`config.mk`:
```
export PLATFORM = sky130hd
export DESIGN_NAME = neighbor_address_table
export DESIGN_NICKNAME = d
export VERILOG_FILES = /design/src/hdl/nat_pkg.sv /design/src/hdl/nat_ram.sv /design/src/hdl/nat_engine.sv /design/src/hdl/neighbor_address_table.sv
export SDC_FILE = /design/constraint.sdc
export NUM_CORES = 1
export LEC_CHECK = 0
export ABC_AREA = 1
export BUFFER_PORTS_ARGS = -buffer_cell sky130_fd_sc_hd__clkbuf_2
export CORE_MARGIN = 10
export CORE_UTILIZATION = 27
export CTS_BUF_LIST = sky130_fd_sc_hd__clkbuf_8
export CTS_CLUSTER_DIAMETER = 200
export DETAILED_ROUTE_END_ITERATION = 12
export MAX_ROUTING_LAYER = met4
export SYNTH_ARGS = -nofsm -noshare
export SYNTH_HDL_FRONTEND = slang
export SYNTH_SLANG_ARGS = --single-unit
```
`constraint.sdc`:
```
create_clock -name clock -period 5.4 [get_ports clock]
set_input_delay 1.08 -clock clock [delete_from_list [all_inputs] [get_ports clock]]
set_output_delay 1.08 -clock clock [all_outputs]
set_load 0.01 [all_outputs]
```
`src/hdl/nat_pkg.sv`:
```
// ----------------------------------------------------------------------------
// nat_pkg
// Shared types and constants of the neighbor address table.
// ----------------------------------------------------------------------------
`default_nettype none

package nat_pkg;

   localparam int SLOTS   = 16;
   localparam int ADDR_W  = $clog2(SLOTS);
   localparam int ID_W    = 8;
   localparam int STR_W   = 8;
   localparam int ENTRY_W = ID_W + STR_W;
   localparam int CNT_W   = 4;
   localparam int CSR_INDEX_W = 2;

   localparam logic [CSR_INDEX_W-1:0] CSR_OWN_ADDRESS  = CSR_INDEX_W'(0);
   localparam logic [CSR_INDEX_W-1:0] CSR_CLIENT_LIMIT = CSR_INDEX_W'(1);

   localparam logic [ID_W-1:0] OWN_ADDRESS_RESET  = 8'd0;
   localparam logic [ID_W-1:0] CLIENT_LIMIT_RESET = 8'd128;

   typedef enum logic [2:0] {
      REQ_OBSERVE       = 3'd0,
      REQ_NEXT_ABOVE    = 3'd1,
      REQ_NEAREST_BELOW = 3'd2,
      REQ_LOWEST_BELOW  = 3'd3,
      REQ_STRONGEST     = 3'd4,
      REQ_SPAN          = 3'd5
   } req_kind_type;

   typedef struct packed {
      logic [ID_W-1:0] own_address;
      logic [ID_W-1:0] client_limit;
   } cfg_type;

   typedef struct packed {
      logic [CNT_W-1:0] entries_held;
      logic [CNT_W-1:0] client_count;
      logic [ID_W-1:0]  span_last;
      logic [ID_W-1:0]  span_first;
      logic [ID_W-1:0]  answer_address;
   } result_type;

endpackage

`default_nettype wire

```
`src/hdl/nat_ram.sv`:
```
// ----------------------------------------------------------------------------
// nat_ram
// Generic simple dual-port RAM, one write port, one registered read port.
// ----------------------------------------------------------------------------
`default_nettype none

module nat_ram #(
   parameter int WIDTH = 16,
   parameter int DEPTH = 16
) (
   input  wire logic                     clock,
   input  wire logic                     wr_en,
   input  wire logic [$clog2(DEPTH)-1:0] wr_addr,
   input  wire logic [WIDTH-1:0]         wr_data,
   input  wire logic [$clog2(DEPTH)-1:0] rd_addr,
   output logic      [WIDTH-1:0]         rd_data
);

   logic [WIDTH-1:0] mem_ff [DEPTH];

   always_ff @(posedge clock) begin
      if (wr_en) begin
         mem_ff[wr_addr] <= wr_data;
      end
      rd_data <= mem_ff[rd_addr];
   end

endmodule

`default_nettype wire

```
`src/hdl/nat_engine.sv`:
```
// ----------------------------------------------------------------------------
// nat_engine
// Walks the table RAM once per request: move-to-front on observe, running
// min/max/count on queries.
// ----------------------------------------------------------------------------
`default_nettype none

module nat_engine
   import nat_pkg::*;
(
   input  wire logic               clock,
   input  wire logic               reset,
   input  wire logic               req_valid,
   output logic                    req_ready,
   input  wire logic [2:0]         req_kind,
   input  wire logic [ID_W-1:0]    req_address,
   input  wire logic [STR_W-1:0]   req_strength,
   input  wire cfg_type            cfg,
   output logic                    ram_wr_en,
   output logic [ADDR_W-1:0]       ram_wr_addr,
   output logic [ENTRY_W-1:0]      ram_wr_data,
   output logic [ADDR_W-1:0]       ram_rd_addr,
   input  wire logic [ENTRY_W-1:0] ram_rd_data,
   output logic                    res_valid,
   input  wire logic               res_take,
   output result_type              res
);

   typedef enum logic [2:0] {
      ST_IDLE = 3'b001,
      ST_SCAN = 3'b010,
      ST_DONE = 3'b100
   } state_type;

   state_type           state_ff, state_in;
   logic [ADDR_W-1:0]   count_ff, count_in;
   logic [ADDR_W-1:0]   idx_ff, idx_in;
   req_kind_type        kind_ff, kind_in;
   logic [ID_W-1:0]     ref_ff, ref_in;
   logic [ENTRY_W-1:0]  carry_ff, carry_in;
   logic                found_ff, found_in;
   logic [ID_W-1:0]     ans_ff, ans_in;
   logic [STR_W-1:0]    bests_ff, bests_in;
   logic [ID_W-1:0]     first_ff, first_in;
   logic [ID_W-1:0]     last_ff, last_in;
   logic [CNT_W-1:0]    clients_ff, clients_in;
   result_type          res_ff, res_in;

   logic [ID_W-1:0]     rd_id;
   logic [STR_W-1:0]    rd_str;
   logic [ID_W-1:0]     span_init;
   logic [ID_W-1:0]     acc_ref;
   logic                own_ok;
   logic                ent_ok;
   logic                finish;
   req_kind_type        acc_kind;

   assign rd_id     = ram_rd_data[ENTRY_W-1 -: ID_W];
   assign rd_str    = ram_rd_data[STR_W-1:0];
   assign span_init = (cfg.own_address < cfg.client_limit) ? cfg.own_address
                                                           : cfg.client_limit;
   assign acc_kind  = req_kind_type'(req_kind);
   assign acc_ref   = (req_address != '0) ? req_address : cfg.own_address;
   assign own_ok    = (acc_kind == REQ_NEXT_ABOVE) ? (cfg.own_address > acc_ref)
                                                   : (cfg.own_address < acc_ref);
   assign ent_ok    = (kind_ff == REQ_NEXT_ABOVE) ? (rd_id > ref_ff) : (rd_id < ref_ff);

   assign req_ready   = (state_ff == ST_IDLE);
   assign res_valid   = (state_ff == ST_DONE);
   assign res         = res_ff;
   // read one entry ahead of the one being processed
   assign ram_rd_addr = (state_ff == ST_IDLE) ? '0 : ADDR_W'(idx_ff + 1'b1);

   always_comb begin
      state_in   = state_ff;
      count_in   = count_ff;
      idx_in     = idx_ff;
      kind_in    = kind_ff;
      ref_in     = ref_ff;
      carry_in   = carry_ff;
      found_in   = found_ff;
      ans_in     = ans_ff;
      bests_in   = bests_ff;
      first_in   = first_ff;
      last_in    = last_ff;
      clients_in = clients_ff;
      res_in     = res_ff;
      finish     = 1'b0;
      ram_wr_en   = 1'b0;
      ram_wr_addr = idx_ff;
      ram_wr_data = carry_ff;

      unique case (state_ff)
         ST_IDLE: begin
            if (req_valid) begin
               state_in   = ST_SCAN;
               idx_in     = '0;
               kind_in    = acc_kind;
               // observe searches for the raw id, zero included
               ref_in     = (acc_kind == REQ_OBSERVE) ? req_address : acc_ref;
               carry_in   = {req_address, req_strength};
               // own address takes part in the ordering queries
               found_in   = own_ok;
               ans_in     = (acc_kind == REQ_NEXT_ABOVE || acc_kind == REQ_NEAREST_BELOW ||
                             acc_kind == REQ_LOWEST_BELOW) ? cfg.own_address : '0;
               bests_in   = '0;
               first_in   = span_init;
               last_in    = span_init;
               clients_in = '0;
            end
         end
         ST_SCAN: begin
            if (idx_ff == count_ff) begin
               finish = 1'b1;
               // new id: the carried entry lands at the tail unless the table is full
               if (kind_ff == REQ_OBSERVE && count_ff != ADDR_W'(SLOTS - 1)) begin
                  ram_wr_en = 1'b1;
                  count_in  = ADDR_W'(count_ff + 1'b1);
               end
            end else begin
               idx_in = ADDR_W'(idx_ff + 1'b1);
               unique case (kind_ff)
                  REQ_OBSERVE: begin
                     ram_wr_en = 1'b1;
                     if (rd_id == ref_ff) begin
                        finish = 1'b1;
                     end else begin
                        carry_in = ram_rd_data;
                     end
                  end
                  REQ_NEXT_ABOVE, REQ_NEAREST_BELOW, REQ_LOWEST_BELOW: begin
                     if (ent_ok) begin
                        found_in = 1'b1;
                        if (!found_ff) begin
                           ans_in = rd_id;
                        end else if (kind_ff == REQ_NEAREST_BELOW) begin
                           ans_in = (rd_id > ans_ff) ? rd_id : ans_ff;
                        end else begin
                           ans_in = (rd_id < ans_ff) ? rd_id : ans_ff;
                        end
                     end
                  end
                  REQ_STRONGEST: begin
                     // strict compare: the most recently heard wins a tie
                     if (rd_str > bests_ff && rd_id < cfg.client_limit) begin
                        bests_in = rd_str;
                        ans_in   = rd_id;
                     end
                  end
                  REQ_SPAN: begin
                     if (rd_id < cfg.client_limit) begin
                        clients_in = CNT_W'(clients_ff + 1'b1);
                        if (rd_id > last_ff)  last_in  = rd_id;
                        if (rd_id < first_ff) first_in = rd_id;
                     end
                  end
                  default: begin
                  end
               endcase
            end

            if (finish) begin
               state_in = ST_DONE;
               res_in   = '0;
               res_in.entries_held = CNT_W'(count_in);
               unique case (kind_ff)
                  REQ_NEXT_ABOVE, REQ_NEAREST_BELOW, REQ_LOWEST_BELOW:
                     res_in.answer_address = found_ff ? ans_ff : '0;
                  REQ_STRONGEST:
                     res_in.answer_address = ans_ff;
                  REQ_SPAN: begin
                     res_in.span_first   = first_ff;
                     res_in.span_last    = last_ff;
                     res_in.client_count = clients_ff;
                  end
                  default: begin
                  end
               endcase
            end
         end
         ST_DONE: begin
            if (res_take) begin
               state_in = ST_IDLE;
            end
         end
         default: begin
            state_in = ST_IDLE;
         end
      endcase
   end

   always_ff @(posedge clock) begin
      if (reset) begin
         state_ff <= ST_IDLE;
         count_ff <= '0;
      end else begin
         state_ff <= state_in;
         count_ff <= count_in;
      end
   end

   always_ff @(posedge clock) begin
      idx_ff     <= idx_in;
      kind_ff    <= kind_in;
      ref_ff     <= ref_in;
      carry_ff   <= carry_in;
      found_ff   <= found_in;
      ans_ff     <= ans_in;
      bests_ff   <= bests_in;
      first_ff   <= first_in;
      last_ff    <= last_in;
      clients_ff <= clients_in;
      res_ff     <= res_in;
   end

endmodule

`default_nettype wire

```
`src/hdl/neighbor_address_table.sv`:
```
// Table walk: over the entries held (at most SLOTS-1), one entry per cycle, set by the
// single read port of the table RAM; an observe of a known id ends at its position.
// Requests: one at a time; a new request is taken only when the engine is idle again,
// after the previous result has moved into the rsp_tdata output register.
// Reset: table empty, own_address 0, client_limit 128; no clearing pass.
// ----------------------------------------------------------------------------
// neighbor_address_table
// Most-recently-heard neighbor id table with ordering and client queries.
// ----------------------------------------------------------------------------
`default_nettype none

module neighbor_address_table
   import nat_pkg::*;
(
   input  wire logic                   clock,
   input  wire logic                   reset,
   input  wire logic                   req_tvalid,
   output logic                        req_tready,
   input  wire logic [15:0]            req_tdata,  // query_address, signal_strength
   input  wire logic [2:0]             req_tuser,  // req_type
   output logic                        rsp_tvalid,
   input  wire logic                   rsp_tready,
   output logic [31:0]                 rsp_tdata,  // answer_address, span_first,
                                                   // span_last, client_count,
                                                   // entries_held
   input  wire logic                   csr_valid,
   output logic                        csr_ready,
   input  wire logic [CSR_INDEX_W-1:0] csr_index,
   input  wire logic [7:0]             csr_data
);

   cfg_type             cfg_ff, cfg_in;
   logic                rsp_valid_ff, rsp_valid_in;
   result_type          rsp_data_ff, rsp_data_in;

   logic                res_valid;
   logic                res_take;
   result_type          res;
   logic                ram_wr_en;
   logic [ADDR_W-1:0]   ram_wr_addr;
   logic [ENTRY_W-1:0]  ram_wr_data;
   logic [ADDR_W-1:0]   ram_rd_addr;
   logic [ENTRY_W-1:0]  ram_rd_data;

   assign csr_ready  = 1'b1;
   assign rsp_tvalid = rsp_valid_ff;
   assign rsp_tdata  = rsp_data_ff;
   // output register takes the result once it is empty or being drained
   assign res_take   = res_valid && (!rsp_valid_ff || rsp_tready);

   always_comb begin
      cfg_in = cfg_ff;
      if (csr_valid) begin
         priority if (csr_index == CSR_OWN_ADDRESS) begin
            cfg_in.own_address = csr_data;
         end else if (csr_index == CSR_CLIENT_LIMIT) begin
            cfg_in.client_limit = csr_data;
         end else begin
            // other indexes are ignored
         end
      end
   end

   always_comb begin
      rsp_valid_in = rsp_valid_ff;
      rsp_data_in  = rsp_data_ff;
      if (res_take) begin
         rsp_valid_in = 1'b1;
         rsp_data_in  = res;
      end else if (rsp_tready) begin
         rsp_valid_in = 1'b0;
      end
   end

   always_ff @(posedge clock) begin
      if (reset) begin
         cfg_ff.own_address  <= OWN_ADDRESS_RESET;
         cfg_ff.client_limit <= CLIENT_LIMIT_RESET;
         rsp_valid_ff        <= 1'b0;
      end else begin
         cfg_ff       <= cfg_in;
         rsp_valid_ff <= rsp_valid_in;
      end
   end

   always_ff @(posedge clock) begin
      rsp_data_ff <= rsp_data_in;
   end

   nat_engine u_engine (
      .clock        (clock),
      .reset        (reset),
      .req_valid    (req_tvalid),
      .req_ready    (req_tready),
      .req_kind     (req_tuser),
      .req_address  (req_tdata[7:0]),
      .req_strength (req_tdata[15:8]),
      .cfg          (cfg_ff),
      .ram_wr_en    (ram_wr_en),
      .ram_wr_addr  (ram_wr_addr),
      .ram_wr_data  (ram_wr_data),
      .ram_rd_addr  (ram_rd_addr),
      .ram_rd_data  (ram_rd_data),
      .res_valid    (res_valid),
      .res_take     (res_take),
      .res          (res)
   );

   nat_ram #(
      .WIDTH (ENTRY_W),
      .DEPTH (SLOTS)
   ) u_table (
      .clock   (clock),
      .wr_en   (ram_wr_en),
      .wr_addr (ram_wr_addr),
      .wr_data (ram_wr_data),
      .rd_addr (ram_rd_addr),
      .rd_data (ram_rd_data)
   );

endmodule

`default_nettype wire

```
==> summary.md, run 1 <==
The run finished with clean final reports. The final number of setup-violating endpoints was 0; the area share of the largest cell type after synthesis was 0.6300. Cell count after synthesis: 1612. The root buffer selected by CTS was sky130_fd_sc_hd__clkbuf_8. Routability-driven placement finished with a final weighted congestion of 0.8666.

Ratio of total power to cell area: 391.7 nW/um^2. The area growth from synthesis to layout is 14.19%. The critical path class is reg2reg. After clock tree synthesis, the setup repair step added 0 buffers. Buffers placed on the I/O ports in this run total 67.

The type of destination of the critical path was a flop. The run gives 5.745 mW as the internal power summed over all cells. Based on the critical path, the design can be clocked at up to 0.3194 GHz. In this run the critical register-to-register path is captured at u_engine.res[31]. In this design, the critical path's most frequently occurring cell is sky130_fd_sc_hd__nand2_1.

For this design, the CTS-stage hold fixing added 0 buffers. Summed over all nets, the switching power comes to 2.529 mW. For the worst-skew pair, the clock arrives at the later sink with an insertion delay of 620 ps. The worst setup path is launched from a flop. In this run, CTS created clock tree buffers numbering 71.

For the number of library cell types mapped by synthesis, the log shows 39. The logs give 0.496 for the share of total power in sequential cells and 8.166 nW for the standby leakage power. At the pin with the least slew margin, the transition time is 1238 ps. For the starting density of the core, the log shows 0.2739.

During I/O placement, the number of pins put on the boundary was 69. For the detailed-routing iteration count for the pre-antenna-repair pass, the log shows 8. For the total global routing track utilization, the log shows 0.1181. The number of global-route vias before repair is 12.06k, and the final net count is 1813.

Counting every sink on the clock net gives 428. The layout has 6764 filler cells. For the max capacitance violation total, the log shows 0.

The initial antenna violation count was 1; the core footprint was 67510 sq um. The number of core rows is 95, and the number of cell instances on the worst register-to-register path is 8. The longest clock path from root to sink contains 3 buffers. The layout cell share with drive strength beyond 1 is 0.1242. The minimum setup slack in the final design came out at 2269 ps.

The sequential-to-total area share from yosys stat is 0.6733, and the worst-case register-to-register setup slack is 2270 ps. Ranked by total cell area, the synthesized netlist is headed by sky130_fd_sc_hd__edfxtp_1 63%, sky130_fd_sc_hd__nand2_1 5.8%, sky130_fd_sc_hd__ha_1 4.5%. The routed design has 46050 um of wire.

Required time of the critical path: 5600 ps. For the pin count of the biggest net entering global routing, the log shows 132. Number of remaining DRC errors: 0. The per-cell routed wire length was 17.46 um. The first global-routing pass estimated 70220 um of wire. The synthesized net count was 1713; the clock transition at the register clock pins on the worst setup and hold paths after CTS was 60 ps.

The run gives 960 as the DRC violation total after the first TritonRoute iteration. Walking the worst path, the cells encountered are inv_2 > buf_4 > nand2_1 > a21oi_1 > nand2_2 > o21ai_0 > nand2_1 > inv_1. TritonCTS built the clock tree. The run gives 0 as the final count of hold timing violations. A synthesized cell averages 11.47 sq um. The worst register-to-register path begins at u_engine.ram_wr_addr[0].

Number of warnings issued by yosys: 0. The number of buffers and inverters on the critical path was 3. On the final layout, the worst clock skew is 36.29 ps. Of all cell types, the one taking the most synthesized area is sky130_fd_sc_hd__edfxtp_1. The horizontal extent of the die was 281.7 um; the combinational share of power was 0.181. Subtracting the final worst setup slack from the clock period gives 3131 ps.

The routed layout has 12.10k vias. The final number of max-transition violations was 0; the top fanout value on the critical path was 57. The area of the die was 79370 sq um. The summed negative setup slack over all endpoints came out at 0 ps. From bottom edge to top edge, the die measures 281.7 um.

Summed over all layers, the global routing overflow is 0. The tools report the startpoint of the most critical setup path as u_engine.ram_wr_addr[0]. The run gives 0.1738 as the worst slew margin relative to its limit. Setup repair after global routing left no endpoint under its margin. The clock share of power was 0.322. Detailed placement ended at an HPWL of 30490 um.

The run gives 3 as the number of H-tree branching levels. The fraction of the cycle the final worst path needs was 0.5798. The run gives 2062 ps as the pre-CTS setup slack.

The per-cell via count in the routed design is 4.590. Instance count on the critical path: 8. The count of nets left with antenna violations once routing finished came out at 0. The number of gates resized after CTS was 0. The mapped netlist covers 18500 sq um. The path class of the tightest hold or removal check is reg2reg. The critical path ends at u_engine.res[31]. After synthesis the netlist holds a flip-flop and latch count of 428. Hold timing on the final database bottoms out at a slack of 416.9 ps. The biggest cell delay along the critical path is 920 ps.

VDD sags by at most 0.0001753 V. The switching power as a share of total power was 0.3056. Data arrives at the worst endpoint at 3330 ps.

Gate family responsible for the most delay along the worst path: buffers and inverters. Slowest cell on the critical path: sky130_fd_sc_hd__inv_1.
[cell usage in the layout (no fill, tap or decap), types with 4 or more instances in the layout]
master	netlist	routed
sky130_fd_sc_hd__buf_4	7	22
sky130_fd_sc_hd__or2_1	10	10
sky130_fd_sc_hd__nor3_1	29	13
sky130_fd_sc_hd__dfxtp_1	40	40
sky130_fd_sc_hd__a21o_1	4	4
sky130_fd_sc_hd__clkinv_1	1	8
sky130_fd_sc_hd__clkbuf_8	0	76
sky130_fd_sc_hd__a21oi_1	63	63
sky130_fd_sc_hd__inv_1	158	184
sky130_fd_sc_hd__nor2_1	163	163
sky130_fd_sc_hd__clkinv_2	0	9
sky130_fd_sc_hd__o211ai_1	64	64
sky130_fd_sc_hd__nand2_2	4	4
sky130_fd_sc_hd__nor3_2	1	16
sky130_fd_sc_hd__edfxtp_1	388	388
sky130_fd_sc_hd__inv_2	9	9
sky130_fd_sc_hd__nand4_1	4	4
sky130_fd_sc_hd__nand2_1	284	284
sky130_fd_sc_hd__xor2_1	6	6
sky130_fd_sc_hd__clkbuf_2	1	67
sky130_fd_sc_hd__ha_1	67	67
sky130_fd_sc_hd__nand3_1	130	130
sky130_fd_sc_hd__o21ai_0	104	104
[cell usage after synthesis (all sizes together)]
library cell and n:
o21bai 1, nor3b 1, a21o 4, xor2 6, nor3 30, edfxtp 388, dfxtp 40, nand4 4
nor4 1, clkinv 1, nand2 289, a211oi 2, o211ai 64, o21ai 107, a21oi 63, ha 67
nor2 165, or2 10, clkbuf 15, o21a 3, conb 1, nand3 132, inv 167, xnor2 2
buf 49
[state kept, by name (all words and copies together) (netlist names), 4 cells and up]
register	cells
cfg_ff	16
rsp_tdata	32
u_engine.ans_ff	8
u_engine.bests_ff	8
u_engine.clients_ff	4
u_engine.count_ff	4
u_engine.first_ff	8
u_engine.last_ff	8
u_engine.ram_wr_addr	4
u_engine.ram_wr_data	16
u_engine.ref_ff	8
u_engine.res	32
u_table.mem_ff	256
u_table.rd_data	16
[metrics by stage]
stage / cells / total power [mW] / cell area [sq um] / utilization
global route: 2637 / 8.717 / 21120 / 0.3128
CTS: 2636 / 8.345 / 21110 / 0.3127
global placement: 2511 / 5.619 / 19790 / 0.2932
floorplan: 1612 / 5.147 / 18500 / -
finish: 2637 / 8.274 / 21120 / 0.3128
detailed placement: 2512 / 5.669 / 19800 / 0.2933
[layer usage]
layer / vias to the layer above / track usage / part of all wire
li1: 5812 / - / -
met1: 5833 / 0.1423 / 0.43
met2: 374 / 0.1925 / 0.48
met3: 84 / 0.02273 / 0.061
met4: 0 / 0.04854 / 0.027
met5: - / - / 0
[layout make-up]
class | instances | area [sq um] | share of cell area
antenna | 1 | 2.502 | 0.0001185
clock buffer | 76 | 1046 | 0.04953
clock inverter | 48 | 261.5 | 0.01238
inverter | 168 | 630.6 | 0.02986
multi-input combinational | 952 | 5104 | 0.2416
sequential | 428 | 12450 | 0.5896
tap | 873 | 1092 | 0.05172
timing repair buffer | 91 | 531.8 | 0.02518
[power by group through the flow]
stage	combinational [mW]	sequential, mW	clock [mW]
6_report	1.50	4.11	2.67
5_1_grt	1.71	4.13	2.88
2_1_floorplan	1.10	4.05	0
3_5_place_dp	1.50	4.17	0
4_1_cts	1.51	4.11	2.73
3_3_place_gp	1.45	4.17	0
[logic make-up (layout without fill, tap and decap cells)]
logic type	after synthesis	in the layout	share of synthesized area
fa+ha+maj	67	67	0.04533
simple gates	632	632	0.1446
compound gates	244	244	0.07604
xor+xnor	8	8	0.004803
buf+inv	232	383	0.05581
flops	428	428	0.6733
other cells	1	2	0.0002028
[worst min-delay path by stage]
stage	depth (start not counted)	startpoint	to	slack, ps
after global placement	0	u_engine.res[2]	rsp_tdata[2]	400
after global routing	0	u_engine.res[1]	rsp_tdata[1]	420
final	0	u_engine.res[14]	rsp_tdata[14]	420
after CTS	0	u_engine.res[1]	rsp_tdata[1]	410
after detailed placement	0	u_engine.res[14]	rsp_tdata[14]	400
after floorplan	0	u_engine.res[0]	rsp_tdata[0]	400
(Power assumes the default switching activity.)
==> run 2: changes to the inputs <==
==> constraint.sdc (replaced) <==
create_clock -name clock -period 2.65 [get_ports clock]
set_input_delay 0.53 -clock clock [delete_from_list [all_inputs] [get_ports clock]]
set_output_delay 0.53 -clock clock [all_outputs]
set_load 0.01 [all_outputs]
==> summary.md, run 2 (synthesized netlist as in run 1, its figures left out) <==
The pin count of the biggest net entering global routing is 77 (-42%). The total grt overflow was 0 (unchanged). Setup repair after global routing left no endpoint under its margin. The top fanout value on the critical path is 32 (-44%), and the number of core rows is 95 (unchanged).

The placed wire-length estimate after detailed placement is 31410 um (+3.0%), and the first-pass GRT wire length is 70490 um (+0.38%). Compared with the post-synthesis result, the final layout area differs by 16.05%. The die height is 281.7 um (unchanged).

The ratio of total power to cell area came out at 783.2 nW/um^2 (+100%). The core footprint is 67510 sq um (unchanged). The number of buffers inserted by port buffering is 67 (unchanged), and the final number of max-transition violations is 0 (unchanged). The tools report the buffer depth of the longest clock path as 3 (unchanged). In the layout the commonest cells are 388 x sky130_fd_sc_hd__edfxtp_1, 284 x sky130_fd_sc_hd__nand2_1, 185 x sky130_fd_sc_hd__inv_1, 163 x sky130_fd_sc_hd__nor2_1, 130 x sky130_fd_sc_hd__nand3_1. The post-layout minimum cycle time was 2334 ps (-797.1 ps). The horizontal extent of the die was 281.7 um (unchanged); the worst slew margin relative to its limit was 0.4567 (+0.2829). The number of remaining DRC errors is 0 (unchanged), and the clock share of power is 0.314 (-0.008).

The logs give 620 ps (about the same) for the clock latency on the worst-skew pair and 1020 (+6.3%) for the DRC violation total after the first TritonRoute iteration. The number of buffers added to fix hold violations after cts was 0 (unchanged). The run gives 1855 (+2.3%) as the final net count. Counting flops per register, the top entry is u_table.mem_ff.

The tree is rooted in a sky130_fd_sc_hd__clkbuf_8. The minimum setup slack in the final design was 316.4 ps (-1953 ps). Category of the worst setup path launch point: a flop. The logs give 320 ps (-1950 ps) for the worst-case register-to-register setup slack and 2685 (+1.8%) for the count of non-filler cells in the finished layout.

The number of nets with antenna violations after detailed routing was 0 (unchanged). The detailed-routing iteration count for the pre-antenna-repair pass is 5 (-3), and the max capacitance violation total is 0 (unchanged). Internal power summed over all cells: 11.65 mW (+100%). The starting density of the core was 0.2739 (unchanged); the number of sinks on the clock net was 428 (unchanged). The number of global-route vias before repair came out at 12.25k (+1.6%). The tools report the final routed wirelength across all metal layers as 45890 um (-0.35%). The type of the most critical hold path is in2reg.

The layout cell share with drive strength beyond 1 is 0.1452 (+0.02100). Worst endpoint data arrival time: 2630 ps (-700 ps). The run gives -13.24 ps (-2075 ps) as the pre-CTS setup slack. The run gives 0 (unchanged) as the final count of hold timing violations. STA classifies the critical path endpoint as a flop. Switching power as a share of total power: 0.3071 (+0.001449). The logs give 0.0003560 V (+100%) for the maximum resistive drop on vdd and 2555 (+1.7%) for the placed cell count.

For the number of top-level pins, the log shows 69 (unchanged). The transition at the pin with the smallest max-transition slack works out to 813.8 ps (-424.2 ps). The number of cell instances on the worst register-to-register path is 8 (unchanged). The number of buffers added for setup after CTS is 0 (unchanged).

Leaving out fill and tap cells, the most frequent cell in the layout is sky130_fd_sc_hd__edfxtp_1. The clock transition at the register clock pins on the worst setup and hold paths after CTS works out to 60 ps (about the same). The per-cell via count in the routed design is 4.605 (+0.34%). The tools report the worst hold slack as 136.5 ps (-280.5 ps).

The logs give 79370 sq um (unchanged) for the area of the die and 1 (unchanged) for the initial antenna violation count. The tools report the standby leakage power as 8.371 nW (+2.5%). TritonCTS built the clock tree. The worst setup skew after layout is 32.59 ps (-3.700 ps).

The flow ran to the end, and the final reports show no timing, DRC or antenna violations. The per-cell routed wire length was 17.09 um (-2.1%); the share of total power in sequential cells was 0.498 (+0.002). The placement-stage cell area was 20170 sq um (+1.8%); the number of flip-flops in the largest register was 256 (unchanged). The final weighted congestion in routability-driven placement was 0.9267 (+6.9%); the required time of the critical path was 2940 ps (-2660 ps). The power spent charging and discharging nets was 5.162 mW (+100%). The detailed-route via count is 12.37k (+2.2%), and the total global routing track utilization is 0.1173 (-0.0008220). The final number of setup-violating endpoints came out at 0 (unchanged).

For the highest attainable clock frequency, the log shows 0.4285 GHz (+34%). The tools report the combinational share of power as 0.188 (+0.007). The worst hold path depth came out at 1 (+1).

The fraction of the cycle the final worst path needs is 0.8806 (+0.3008). The TritonCTS buffer count is 70 (-1.4%). The number of H-tree branching levels was 3 (unchanged). The critical path class is reg2reg. For the final design instance area without fill, the log shows 21460 sq um (+1.6%).

For the count of instances resized after the clock tree is built, the log shows 0 (unchanged).
[run 2: cell count changes in the layout (fill, tap and decap cells not counted)]
cell                         previous run  this run
sky130_fd_sc_hd__clkinvlp_4             2         4
sky130_fd_sc_hd__clkbuf_8              76        78
sky130_fd_sc_hd__buf_4                 22        63
sky130_fd_sc_hd__nor3_4                 1         0
sky130_fd_sc_hd__nor4_4                 0         1
sky130_fd_sc_hd__nor4_2                 1         0
sky130_fd_sc_hd__nor3_2                16        17
sky130_fd_sc_hd__inv_6                  2         0
sky130_fd_sc_hd__clkinv_1               8        11
sky130_fd_sc_hd__inv_1                184       185
sky130_fd_sc_hd__buf_6                  1         0
sky130_fd_sc_hd__bufinv_16              2         0
sky130_fd_sc_hd__clkinv_2               9        10
sky130_fd_sc_hd__buf_12                 1         4
[run 2: area by class of cell]
| cell class | instances | area (sq um) |
|---|---|---|
| diodes | 1 | 2.502 |
| clock buffers | 78 | 1074 |
| clock inverters | 51 | 219.0 |
| fillers | 6806 | 46050 |
| inverters | 168 | 630.6 |
| multi-input cells | 952 | 5106 |
| flip-flops and latches | 428 | 12450 |
| well taps | 873 | 1092 |
| repair buffers | 134 | 888.4 |
[run 2: layer usage]
layer,global-route usage,vias up,share of wire,wire length [um]
li1,-,5913,-,-
met1,0.1463,6018,0.44,20300
met2,0.1903,354,0.49,22360
met3,0.01653,80,0.045,2078
met4,0.04703,0,0.025,1155
met5,-,-,0,0
[run 2: worst max-delay path: stages, from the launching register on]
cell and delay [ps]:
sky130_fd_sc_hd__dfxtp_1 440, sky130_fd_sc_hd__ha_1 350, sky130_fd_sc_hd__nand2_1 60, sky130_fd_sc_hd__nor2_1 180
sky130_fd_sc_hd__nand4_1 210, sky130_fd_sc_hd__o21ai_0 330, sky130_fd_sc_hd__nand2_1 110, sky130_fd_sc_hd__inv_1 110
sky130_fd_sc_hd__buf_12 210
[run 2: path summary, 6_finish.rpt]
kind | endpoint | from
max | u_engine.res[12] | u_table.rd_data[14]
min | u_engine.kind_ff[0] | req_tuser[0]
max reg2reg | u_engine.res[12] | u_table.rd_data[14]
min reg2reg | rsp_tdata[17] | u_engine.res[17]
[run 2: power groups by stage]
stage	logic (mW)	clock network [mW]	registers [mW]
after CTS	3.18	5.40	8.38
after global routing	3.57	5.72	8.42
after floorplan	2.24	0	8.26
final	3.16	5.28	8.38
after detailed placement	3.16	0	8.52
after global placement	3.05	0	8.50
[run 2: metrics by stage]
| stage | setup TNS (ps) | power (mW) | util |
|---|---|---|---|
| final | 0 | 16.81 | 0.3179 |
| after global routing | 0 | 17.71 | 0.3179 |
| after CTS | 0 | 16.96 | 0.3179 |
| after detailed placement | -13.24 | 11.68 | 0.2987 |
| after global placement | 0 | 11.55 | 0.2987 |
| after floorplan | -16470 | 10.50 | - |
